## src/hdl/hex_record_checksum_checker_unit_defines.svh

```systemverilog
// Assertion macros shared by the record checksum checker modules.
// Each macro expects signals named clk and arst_n in the module that uses it.
`ifndef HEX_RECORD_CHECKSUM_CHECKER_UNIT_DEFINES_SVH
`define HEX_RECORD_CHECKSUM_CHECKER_UNIT_DEFINES_SVH

// The consequent must hold in the same cycle as the antecedent.
`define HRCC_ASSERT_SAME(lbl, ante, cons, msg) \
lbl: assert property (@(posedge clk) disable iff (!arst_n) (ante) |-> (cons)) \
	else $error(msg);

// The consequent must hold in the cycle after the antecedent.
`define HRCC_ASSERT_NEXT(lbl, ante, cons, msg) \
lbl: assert property (@(posedge clk) disable iff (!arst_n) (ante) |=> (cons)) \
	else $error(msg);

`endif

```

## src/hdl/hrcc_pkg.sv

```systemverilog
// Package for the record checksum checker: widths, character codes, status codes,
// the line summary type and the hex digit decoder. No dependencies.
`default_nettype none

package hrcc_pkg;

	localparam int unsigned POS_W = 8;
	localparam logic [POS_W-1:0] MAX_LINE_CHARS = 8'd128;
	localparam logic [POS_W-1:0] MIN_LINE_CHARS = 8'd3;
	localparam logic [POS_W-1:0] TYPE_POS = 8'd8;
	localparam logic [7:0] CHAR_LF = 8'h0A;
	localparam logic [7:0] CHAR_FINAL_TYPE = 8'h35;
	localparam logic [1:0] RETRY_LIMIT_RESET = 2'd2;
	localparam int unsigned OUT_W = 16;

	typedef enum logic [1:0] {
		ST_GOOD = 2'd0,
		ST_RESEND = 2'd1,
		ST_ABORT = 2'd2,
		ST_FINAL = 2'd3
	} line_status_t;

	typedef struct packed {
		logic       good;
		logic       is_final;
		logic [7:0] expected;
	} line_sum_t;

	function automatic logic [3:0] digit_value(input logic [7:0] c);
		logic [3:0] v;
		v = 4'd0;
		if (c >= 8'h30 && c <= 8'h39) begin
			v = 4'(c - 8'h30);
		end else if (c >= 8'h41 && c <= 8'h46) begin
			v = 4'(c - 8'h37);
		end else if (c >= 8'h61 && c <= 8'h66) begin
			v = 4'(c - 8'h57);
		end
		return v;
	endfunction

endpackage

`default_nettype wire

```

## src/hdl/hrcc_line_acc.sv

```systemverilog
// Per-line accumulator: character position, byte assembly, running sum and type digit.
// Depends on hrcc_pkg.
`default_nettype none

module hrcc_line_acc
	import hrcc_pkg::*;
(
	input  wire logic       clk,
	input  wire logic       arst_n,
	input  wire logic       step,
	input  wire logic [7:0] rx_char,
	output line_sum_t       line_sum
);

	logic [POS_W-1:0] pos_q;
	logic [3:0]       nib_q;
	logic [7:0]       sum_q;
	logic [7:0]       last_q;
	logic [7:0]       prev_q;
	logic [7:0]       type_q;
	logic [3:0]       dv;
	logic [7:0]       byte_val;

	assign dv = digit_value(rx_char);
	assign byte_val = {nib_q, dv};

	always_ff @(posedge clk or negedge arst_n) begin
		if (!arst_n) begin
			pos_q <= '0;
			nib_q <= '0;
			sum_q <= '0;
			last_q <= '0;
			prev_q <= '0;
			type_q <= '0;
		end else if (step) begin
			if (rx_char == CHAR_LF) begin
				pos_q <= '0;
				nib_q <= '0;
				sum_q <= '0;
				last_q <= '0;
				prev_q <= '0;
				type_q <= '0;
			end else if (pos_q < MAX_LINE_CHARS) begin
				if (pos_q == TYPE_POS) begin
					type_q <= rx_char;
				end
				if (pos_q != '0) begin
					if (pos_q[0]) begin
						nib_q <= dv;
					end else begin
						prev_q <= sum_q;
						sum_q <= sum_q + byte_val;
						last_q <= byte_val;
					end
				end
				pos_q <= pos_q + 1'b1;
			end
		end
	end

	always_comb begin
		line_sum.expected = 8'(8'd0 - prev_q);
		line_sum.good = (pos_q < MAX_LINE_CHARS) && (pos_q >= MIN_LINE_CHARS) && pos_q[0]
			&& (line_sum.expected == last_q);
		line_sum.is_final = (type_q == CHAR_FINAL_TYPE);
	end

endmodule

`default_nettype wire

```

## src/hdl/hrcc_verdict.sv

```systemverilog
// Verdict logic and result register: retry count, erase flag, halt and output item.
// Depends on hrcc_pkg and the shared assertion macros.
`default_nettype none
`include "hex_record_checksum_checker_unit_defines.svh"

module hrcc_verdict
	import hrcc_pkg::*;
(
	input  wire logic             clk,
	input  wire logic             arst_n,
	input  wire logic             eol_step,
	input  line_sum_t             line_sum,
	input  wire logic [1:0]       retry_limit,
	output logic                  halted,
	output logic                  m_tvalid,
	input  wire logic             m_tready,
	output logic [OUT_W-1:0]      m_tdata
);

	logic [1:0]   retry_q;
	logic         erase_done_q;
	logic         halted_q;
	logic         valid_q;
	line_status_t status_q;
	logic         erase_q;
	logic [7:0]   expected_q;
	line_status_t status_d;
	logic [1:0]   retry_d;
	logic         halt_d;

	always_comb begin
		status_d = ST_GOOD;
		retry_d = retry_q;
		halt_d = 1'b0;
		if (line_sum.good) begin
			retry_d = '0;
			if (line_sum.is_final) begin
				status_d = ST_FINAL;
				halt_d = 1'b1;
			end
		end else if (retry_q < retry_limit) begin
			status_d = ST_RESEND;
			retry_d = retry_q + 1'b1;
		end else begin
			status_d = ST_ABORT;
			halt_d = 1'b1;
		end
	end

	always_ff @(posedge clk or negedge arst_n) begin
		if (!arst_n) begin
			retry_q <= '0;
			erase_done_q <= 1'b0;
			halted_q <= 1'b0;
			valid_q <= 1'b0;
		end else begin
			if (eol_step) begin
				retry_q <= retry_d;
				erase_done_q <= 1'b1;
				halted_q <= halt_d;
				valid_q <= 1'b1;
			end else if (m_tready) begin
				valid_q <= 1'b0;
			end
		end
	end

	always_ff @(posedge clk) begin
		if (eol_step) begin
			status_q <= status_d;
			erase_q <= ~erase_done_q;
			expected_q <= line_sum.expected;
		end
	end

	assign halted = halted_q;
	assign m_tvalid = valid_q;
	assign m_tdata = {5'd0, expected_q, erase_q, status_q};

	`HRCC_ASSERT_NEXT(a_halt_silent, halted_q && !valid_q, !valid_q,
		"result produced while halted")
	`HRCC_ASSERT_SAME(a_end_halts, valid_q && (status_q == ST_ABORT || status_q == ST_FINAL),
		halted_q, "final or abort result without halt")
	`HRCC_ASSERT_SAME(a_erase_once, valid_q && erase_q, erase_done_q,
		"erase request without erase flag set")
	`HRCC_ASSERT_NEXT(a_eol_result, eol_step, valid_q, "line end gave no result")

endmodule

`default_nettype wire

```

## src/hdl/hex_record_checksum_checker_unit.sv

```systemverilog
// Top level of the record checksum checker: input register, line accumulator,
// verdict stage and the retry limit register. Depends on hrcc_pkg and the two submodules.
`default_nettype none

// The block takes one character item per cycle on the s_ stream unless stalled, and gives
// one result item on the m_ stream for each line end. A character is held in the input
// register and then folded into the line state; from there a line end writes the result
// register. The only stall is a line end that meets a result not yet taken; other
// characters pass even while the result waits. After an aborted or final record all items
// are taken and dropped until reset. The retry limit is to be written on the cfg_ port
// only while no item is in flight, which the block does not enforce; it resets to two.

module hex_record_checksum_checker_unit
	import hrcc_pkg::*;
(
	input  wire logic             clk,
	input  wire logic             arst_n,
	input  wire logic             s_tvalid,
	output logic                  s_tready,
	input  wire logic [7:0]       s_tdata,   // [7:0] rx_char
	output logic                  m_tvalid,
	input  wire logic             m_tready,
	output logic [OUT_W-1:0]      m_tdata,   // [1:0] line_status, [2] erase_request,
	                                         // [10:3] expected_sum, rest zero
	input  wire logic             cfg_valid,
	output logic                  cfg_ready,
	input  wire logic [1:0]       cfg_data   // [1:0] retry_limit
);

	logic       valid_s1;
	logic [7:0] char_s1;
	logic [1:0] retry_limit_q;
	logic       halted;
	logic       eol_s1;
	logic       wants_out;
	logic       fire_s1;
	line_sum_t  line_sum;

	assign eol_s1 = (char_s1 == CHAR_LF);
	assign wants_out = valid_s1 && eol_s1 && !halted;
	assign fire_s1 = valid_s1 && (!wants_out || !m_tvalid || m_tready);
	assign s_tready = !valid_s1 || fire_s1;
	assign cfg_ready = 1'b1;

	always_ff @(posedge clk or negedge arst_n) begin
		if (!arst_n) begin
			valid_s1 <= 1'b0;
			retry_limit_q <= RETRY_LIMIT_RESET;
		end else begin
			if (s_tready) begin
				valid_s1 <= s_tvalid;
			end
			if (cfg_valid) begin
				retry_limit_q <= cfg_data;
			end
		end
	end

	always_ff @(posedge clk) begin
		if (s_tvalid && s_tready) begin
			char_s1 <= s_tdata;
		end
	end

	hrcc_line_acc u_line (
		.clk      (clk),
		.arst_n   (arst_n),
		.step     (fire_s1 && !halted),
		.rx_char  (char_s1),
		.line_sum (line_sum)
	);

	hrcc_verdict u_verdict (
		.clk         (clk),
		.arst_n      (arst_n),
		.eol_step    (fire_s1 && wants_out),
		.line_sum    (line_sum),
		.retry_limit (retry_limit_q),
		.halted      (halted),
		.m_tvalid    (m_tvalid),
		.m_tready    (m_tready),
		.m_tdata     (m_tdata)
	);

endmodule

`default_nettype wire
```

## config.mk

```make
export PLATFORM = sky130hd
export DESIGN_NAME = hex_record_checksum_checker_unit
export DESIGN_NICKNAME = d
export VERILOG_FILES = /design/src/hdl/hrcc_pkg.sv /design/src/hdl/hrcc_line_acc.sv /design/src/hdl/hrcc_verdict.sv /design/src/hdl/hex_record_checksum_checker_unit.sv
export VERILOG_INCLUDE_DIRS = /design/src /design/src/hdl
export SDC_FILE = /design/constraint.sdc
export NUM_CORES = 1
export LEC_CHECK = 0
export BUFFER_PORTS_ARGS = -buffer_cell sky130_fd_sc_hd__buf_4
export CORE_UTILIZATION = 40
export DETAILED_ROUTE_END_ITERATION = 8
export GPL_TIMING_DRIVEN = 0
export MAX_ROUTING_LAYER = met4
export PLACE_DENSITY = 0.66
export SLEW_MARGIN = 20
export SYNTH_ARGS = -nofsm -noshare
export SYNTH_HDL_FRONTEND = slang
export SYNTH_HIERARCHICAL = 1
export SYNTH_SLANG_ARGS = --single-unit
```

## constraint.sdc

```tcl
create_clock -name clk -period 4.3 [get_ports clk]
set_input_delay 0.43 -clock clk [delete_from_list [all_inputs] [get_ports clk]]
set_output_delay 0.43 -clock clk [all_outputs]
set_load 0.05 [all_outputs]
```

Word level (Yosys, flattened, before mapping)
Cells that the tools add are included.
{"block": "classes", "add_sub_neg": 7, "magnitude_cmp": 9, "eq_ne": 5, "mux": 34, "bitwise": 1, "n_reduce_logical": 31}
{"operator": "two-way mux 8 bit", "count": 17}
{"operator": "two-way mux 4 bit", "count": 7}
{"operator": "equality test 8 x 4 -> 1 bit, second input constant", "count": 2}
{"operator": ">= comparator 8 x 7 -> 1 bit, second input constant", "count": 2}
{"operator": "<= comparator 8 x 7 -> 1 bit, second input constant", "count": 2}
{"operator": "logical AND 1 bit", "count": 12}
{"operator": "nonzero test 2 bit", "count": 6}
{"operator": "two-way mux 2 bit", "count": 5}
{"operator": "adder 8 x 1 -> 8 bit, second input constant", "count": 1}
{"operator": "adder 8 bit", "count": 1}
{"operator": "equality test 8 x 6 -> 1 bit, second input constant", "count": 1}
{"operator": "equality test 8 bit", "count": 1}
{"operator": ">= comparator 8 x 2 -> 1 bit, second input constant", "count": 1}
{"operator": ">= comparator 8 x 6 -> 1 bit, second input constant", "count": 1}
{"operator": "<= comparator 8 x 6 -> 1 bit, second input constant", "count": 1}
{"operator": "< comparator 8 bit, second input constant", "count": 1}
{"operator": "AND reduction 4 bit", "count": 2}
{"operator": "nonzero test 8 bit", "count": 1}
{"operator": "subtractor 1 x 8 -> 8 bit, first input constant", "count": 1}
{"operator": "subtractor 4 x 3 -> 4 bit, second input constant", "count": 2}
{"operator": "two-way mux 1 bit", "count": 5}
{"operator": "logical NOT 1 bit", "count": 4}
{"operator": "AND reduction 2 bit", "count": 2}
{"operator": "subtractor 4 x 1 -> 4 bit, second input constant", "count": 1}
{"operator": "6 further kinds", "count": 8}
{"block": "totals", "ff_bits": 71, "inputBits": 15, "output_inout_bits": 19}

Depth between registers and ports, before layout
{"block": "depth", "word_depth": 10, "mapped_depth": 15, "mapped_depth_nobuf": 15}

By module
The synthesis kept the hierarchy.
{"mod": "hrcc_line_acc", "n_inst": 1, "cells_each": 259, "area_each_um2": 2585.0}
{"mod": "hrcc_verdict", "n_inst": 1, "cells_each": 47, "area_each_um2": 660.6}
{"mod": "hex_record_checksum_checker_unit", "n_inst": 1, "cells_each": 25, "area_each_um2": 431.7}

Least setup slack after synthesis
Ideal clock, no wire load.
{"block": "synth_path", "kind": "reg2reg", "from": "register char_s1[2]", "to": "register u_verdict.retry_q[0]", "setup_time_ns": 0.119, "arrival_ns": 3.078, "required_ns": 4.181, "path_slack_ns": 1.103, "path_stages_with_launch": 5, "path_buffers": 0, "period_less_slack_ns": 3.197, "cell_sequence": "edfxtp_1 or4b_4 nor4_1 o21ai_0 o21a_1"}
{"block": "synth_via", "elab_chain_cells": 9}
{"element": "start, declared", "line_no": "hex_record_checksum_checker_unit.sv:31", "source": "logic [7:0] char_s1;"}
{"element": "start signal, assigned", "line_no": "hex_record_checksum_checker_unit.sv:61", "source": "char_s1 <= s_tdata;"}
{"element": "equality test 8 x 4 -> 1 bit (*)", "line_no": "hex_record_checksum_checker_unit.sv:39", "source": "assign eol_s1 = (char_s1 == CHAR_LF);"}
{"element": "logical AND 1 bit (*) (2 in series)", "line_no": "hex_record_checksum_checker_unit.sv:40", "source": "assign wants_out = valid_s1 && eol_s1 && !halted;"}
{"element": "logical NOT 1 bit", "line_no": "hex_record_checksum_checker_unit.sv:41", "source": "assign fire_s1 = valid_s1 && (!wants_out || !m_tvalid || m_tready);"}
{"element": "logical OR 1 bit (2 in series)", "line_no": "hex_record_checksum_checker_unit.sv:41"}
{"element": "logical AND 1 bit", "line_no": "hex_record_checksum_checker_unit.sv:41"}
{"element": "logical AND 1 bit (*)", "line_no": "hex_record_checksum_checker_unit.sv:76", "source": ".eol_step (fire_s1 && wants_out),"}
{"element": "AND reduction 2 bit (no source line) (*)"}
{"element": "end signal, assigned", "line_no": "hrcc_verdict.sv:58", "source": "retry_q <= retry_d;"}
{"element": "end, declared", "line_no": "hrcc_verdict.sv:20", "source": "logic [1:0] retry_q;"}
Mark *: on every way between the ends. The rest lies on a longest branch, timed or not.
A chain may end at the register's enable or synchronous reset.

==> impl_metrics.tcl <==
set metrics [dict create \
    critPathRequiredTime_ps 4400 \
    wirelength_mm 7.26 \
    most-common-layout-cells "51 x dfrtp_1, 38 x buf_4, 24 x inv_1, 23 x nand2_1, 22 x a22o_1" \
    sw_frac_of_total 0.229 \
    cts_resized 0 \
    grt_pass1_vias 2605 \
    peakVddDrop_mv 0.125 \
    seqPwrFrac 0.555 \
    yosys_warnings 6 \
    finClkSkew_ps 11.0 \
    cts_tree "yes" \
    wire_per_inst_um 14.9 \
    synthTopCellsByArea "dfrtp_1 35%, edfxtp_1 16%, a22o_1 5.2%" \
    power.density_nw_per_um2 303 \
    numPortBuffers 27 \
    post-cts-setup-buffer-count 0 \
    coreArea_um2 8810 \
    hold_path.class "primary input to async pin" \
    clockBufferDepth 2 \
    final.min_clock_period_ps 3180 \
    clkSinkCount 71 \
    antenna_found_initial 0 \
    violations "DRC" \
    ys_seq_elements 71 \
    end_kind "register" \
    area_growth_pct 15.2 \
    drt_pre_antenna_iters 8 \
    finalNonFillerCells 488 \
    startpoint "u_line/prev_q[0]$_DFFE_PN0P_" \
    setup_viol 0 \
    clk_pin_slew_worst_paths_ps 80 \
    drt-initial-drc-count 116 \
    crit_type "register to register" \
    cts_buffers 9 \
    die_h_um 97.9 \
    grt_max_degree 53 \
    dp_hpwl_mm 5.19 \
    r2r_cells 9 \
    fp.dieArea_um2 9580 \
    htree_levels 3 \
    final_common_cell "dfrtp_1" \
    holdBufCountCts 0 \
    status "complete, but fails checks" \
    worstPathArrival_ps 3280 \
    switchingPower_w 0.000294 \
    grt_pass1_wl_mm 12.4 \
    synth_async_sr_flop_share 0.732 \
    hold_viol 0 \
    whs_ps 109 \
    gp_congestion 0.835 \
    synthCells 331 \
    cp-start-kind "register" \
    comb_power_share 0.050 \
    n_antenna_cell 0 \
    grt_use_total 0.170 \
    chipWidth_um 97.9 \
    nets 406 \
    initial_core_util 0.418 \
    synth_edf_count 19 \
    io_pins 34 \
    mappedNetlistArea_um2 3680 \
    synth_cell_types 59 \
    vias_per_cell 5.34 \
    ys.flop_type "dfrtp_1" \
    drv_cap 0 \
    max_slew_margin 0.525 \
    clock_latency_ps 340 \
    drive_gt1_frac 0.208 \
    fmax_mhz 314 \
    worst_pin_slew_ps 706 \
    n_fill_cell 781 \
    drtAntennaViolNets 0 \
    yosys.area.top_type_share 0.347 \
    root_buffer "clkbuf_8" \
    drc_errors 3 \
    regToRegStartpoint "u_line/prev_q[0]$_DFFE_PN0P_" \
    rsz0062_at_grt "no" \
    p_leak_nw 2.01 \
    num_vias 2607 \
    worst-path-max-fanout 6 \
    placed_cells 472 \
    seq_area_frac_synth 0.509 \
    grt.overflow.total 0 \
    power.share.clock 0.395 \
    tns_ps 0 \
    power.internal_w 0.000991 \
    slew_violations 0 \
    rows 34 \
    synth_top_area_cell "dfrtp_1" \
    finalCritPeriodShare 0.740 \
    syn_area_per_cell_um2 11.1 \
]
logic make-up (layout without fill, tap and decap cells):
family / Yosys count / count (layout) / share of synthesized area
buffers and inverters: 40 / 85 / 0.0538
other: 2 / 6 / 0.00204
and+or+nand+nor: 92 / 92 / 0.144
AOI/OAI and AO/OA: 79 / 79 / 0.147
DFF: 71 / 71 / 0.509
xor gates and xnor gates: 19 / 19 / 0.0514
muxes: 12 / 12 / 0.0354
adders and majority gates: 16 / 16 / 0.0565
flip-flops by register name, summed over array words and instances, names as in the netlist, 4 cells and up:
name and cells:
u_line/pos_q 8, u_line/prev_q 8, u_verdict/expected_q 8, u_line/nib_q 4, u_line/type_q 8, char_s1 8, u_line/sum_q 8, u_line/last_q 8
power groups by stage:
stage,Clock (W),Sequential [W],Combinational (W)
2_1_floorplan,0,0.000722,0.0000394
3_3_place_gp,0,0.000726,0.0000628
3_5_place_dp,0,0.000726,0.0000649
4_1_cts,0.000523,0.000712,0.0000656
5_1_grt,0.000548,0.000714,0.0000711
6_report,0.000507,0.000713,0.0000648
metrics by stage:
step	util	setup slack, ps	total power [W]	cell area [um^2]
after CTS	0.481	779	0.00130	4230
after global routing	0.481	904	0.00133	4240
after floorplan	-	1100	0.000762	3690
after global placement	0.458	300	0.000788	4030
after detailed placement	0.460	766	0.000791	4050
final	0.481	1120	0.00128	4240
worst paths after layout:
check / to / slack (ps)
min in group clk: char_s1[4]$_DFFE_PP_ / 260
worst max-delay path: u_verdict/status_q[0]$_DFFE_PP_ / 1120
worst max register to register: u_verdict/status_q[0]$_DFFE_PP_ / 1120
worst min-delay path: u_line/type_q[4]$_DFFE_PN0P_ / 110
max in group asynchronous: u_line/prev_q[1]$_DFFE_PN0P_ / 3720
worst min register to register: u_verdict/erase_done_q$_DFFE_PN0P_ / 480
Yosys cell counts, types with 8 or more instances:
library cell / n
a21oi_1: 19
a22o_1: 22
buf_4: 10
dfrtp_1: 51
edfxtp_1: 19
ha_1: 15
inv_1: 24
mux2_2: 8
nand2_1: 23
nand2b_1: 8
nor2_1: 14
o21ai_0: 19
xor2_1: 10
worst max-delay path: stages, from the launching register on:
cell and delay [ps]:
dfrtp_1 460, inv_1 90, ha_1 230, xnor3_2 430, nor4_1 250, o311ai_1 150
or3_1 350, nor4_2 650, a211oi_2 150, a21o_1 190
layout make-up:
type / count / area, um^2 / share of cell area
plain buffers: 16 / 108 / 0.0254
clock buffers: 11 / 131 / 0.0310
clock inverters: 5 / 51.3 / 0.0121
inverters: 24 / 90.1 / 0.0213
multi-input cells: 224 / 1630 / 0.386
flip-flops and latches: 71 / 1870 / 0.442
well taps: 108 / 135 / 0.0319
repair buffers: 29 / 215 / 0.0508
routing by layer:
| metal | global-route usage | part of all wire |
|---|---|---|
| met1 | 0.218 | 0.47 |
| met2 | 0.261 | 0.47 |
| met3 | 0.0301 | 0.041 |
| met4 | 0.0816 | 0.022 |
| met5 | - | 0 |
Power figures use the tool's default switching activity.
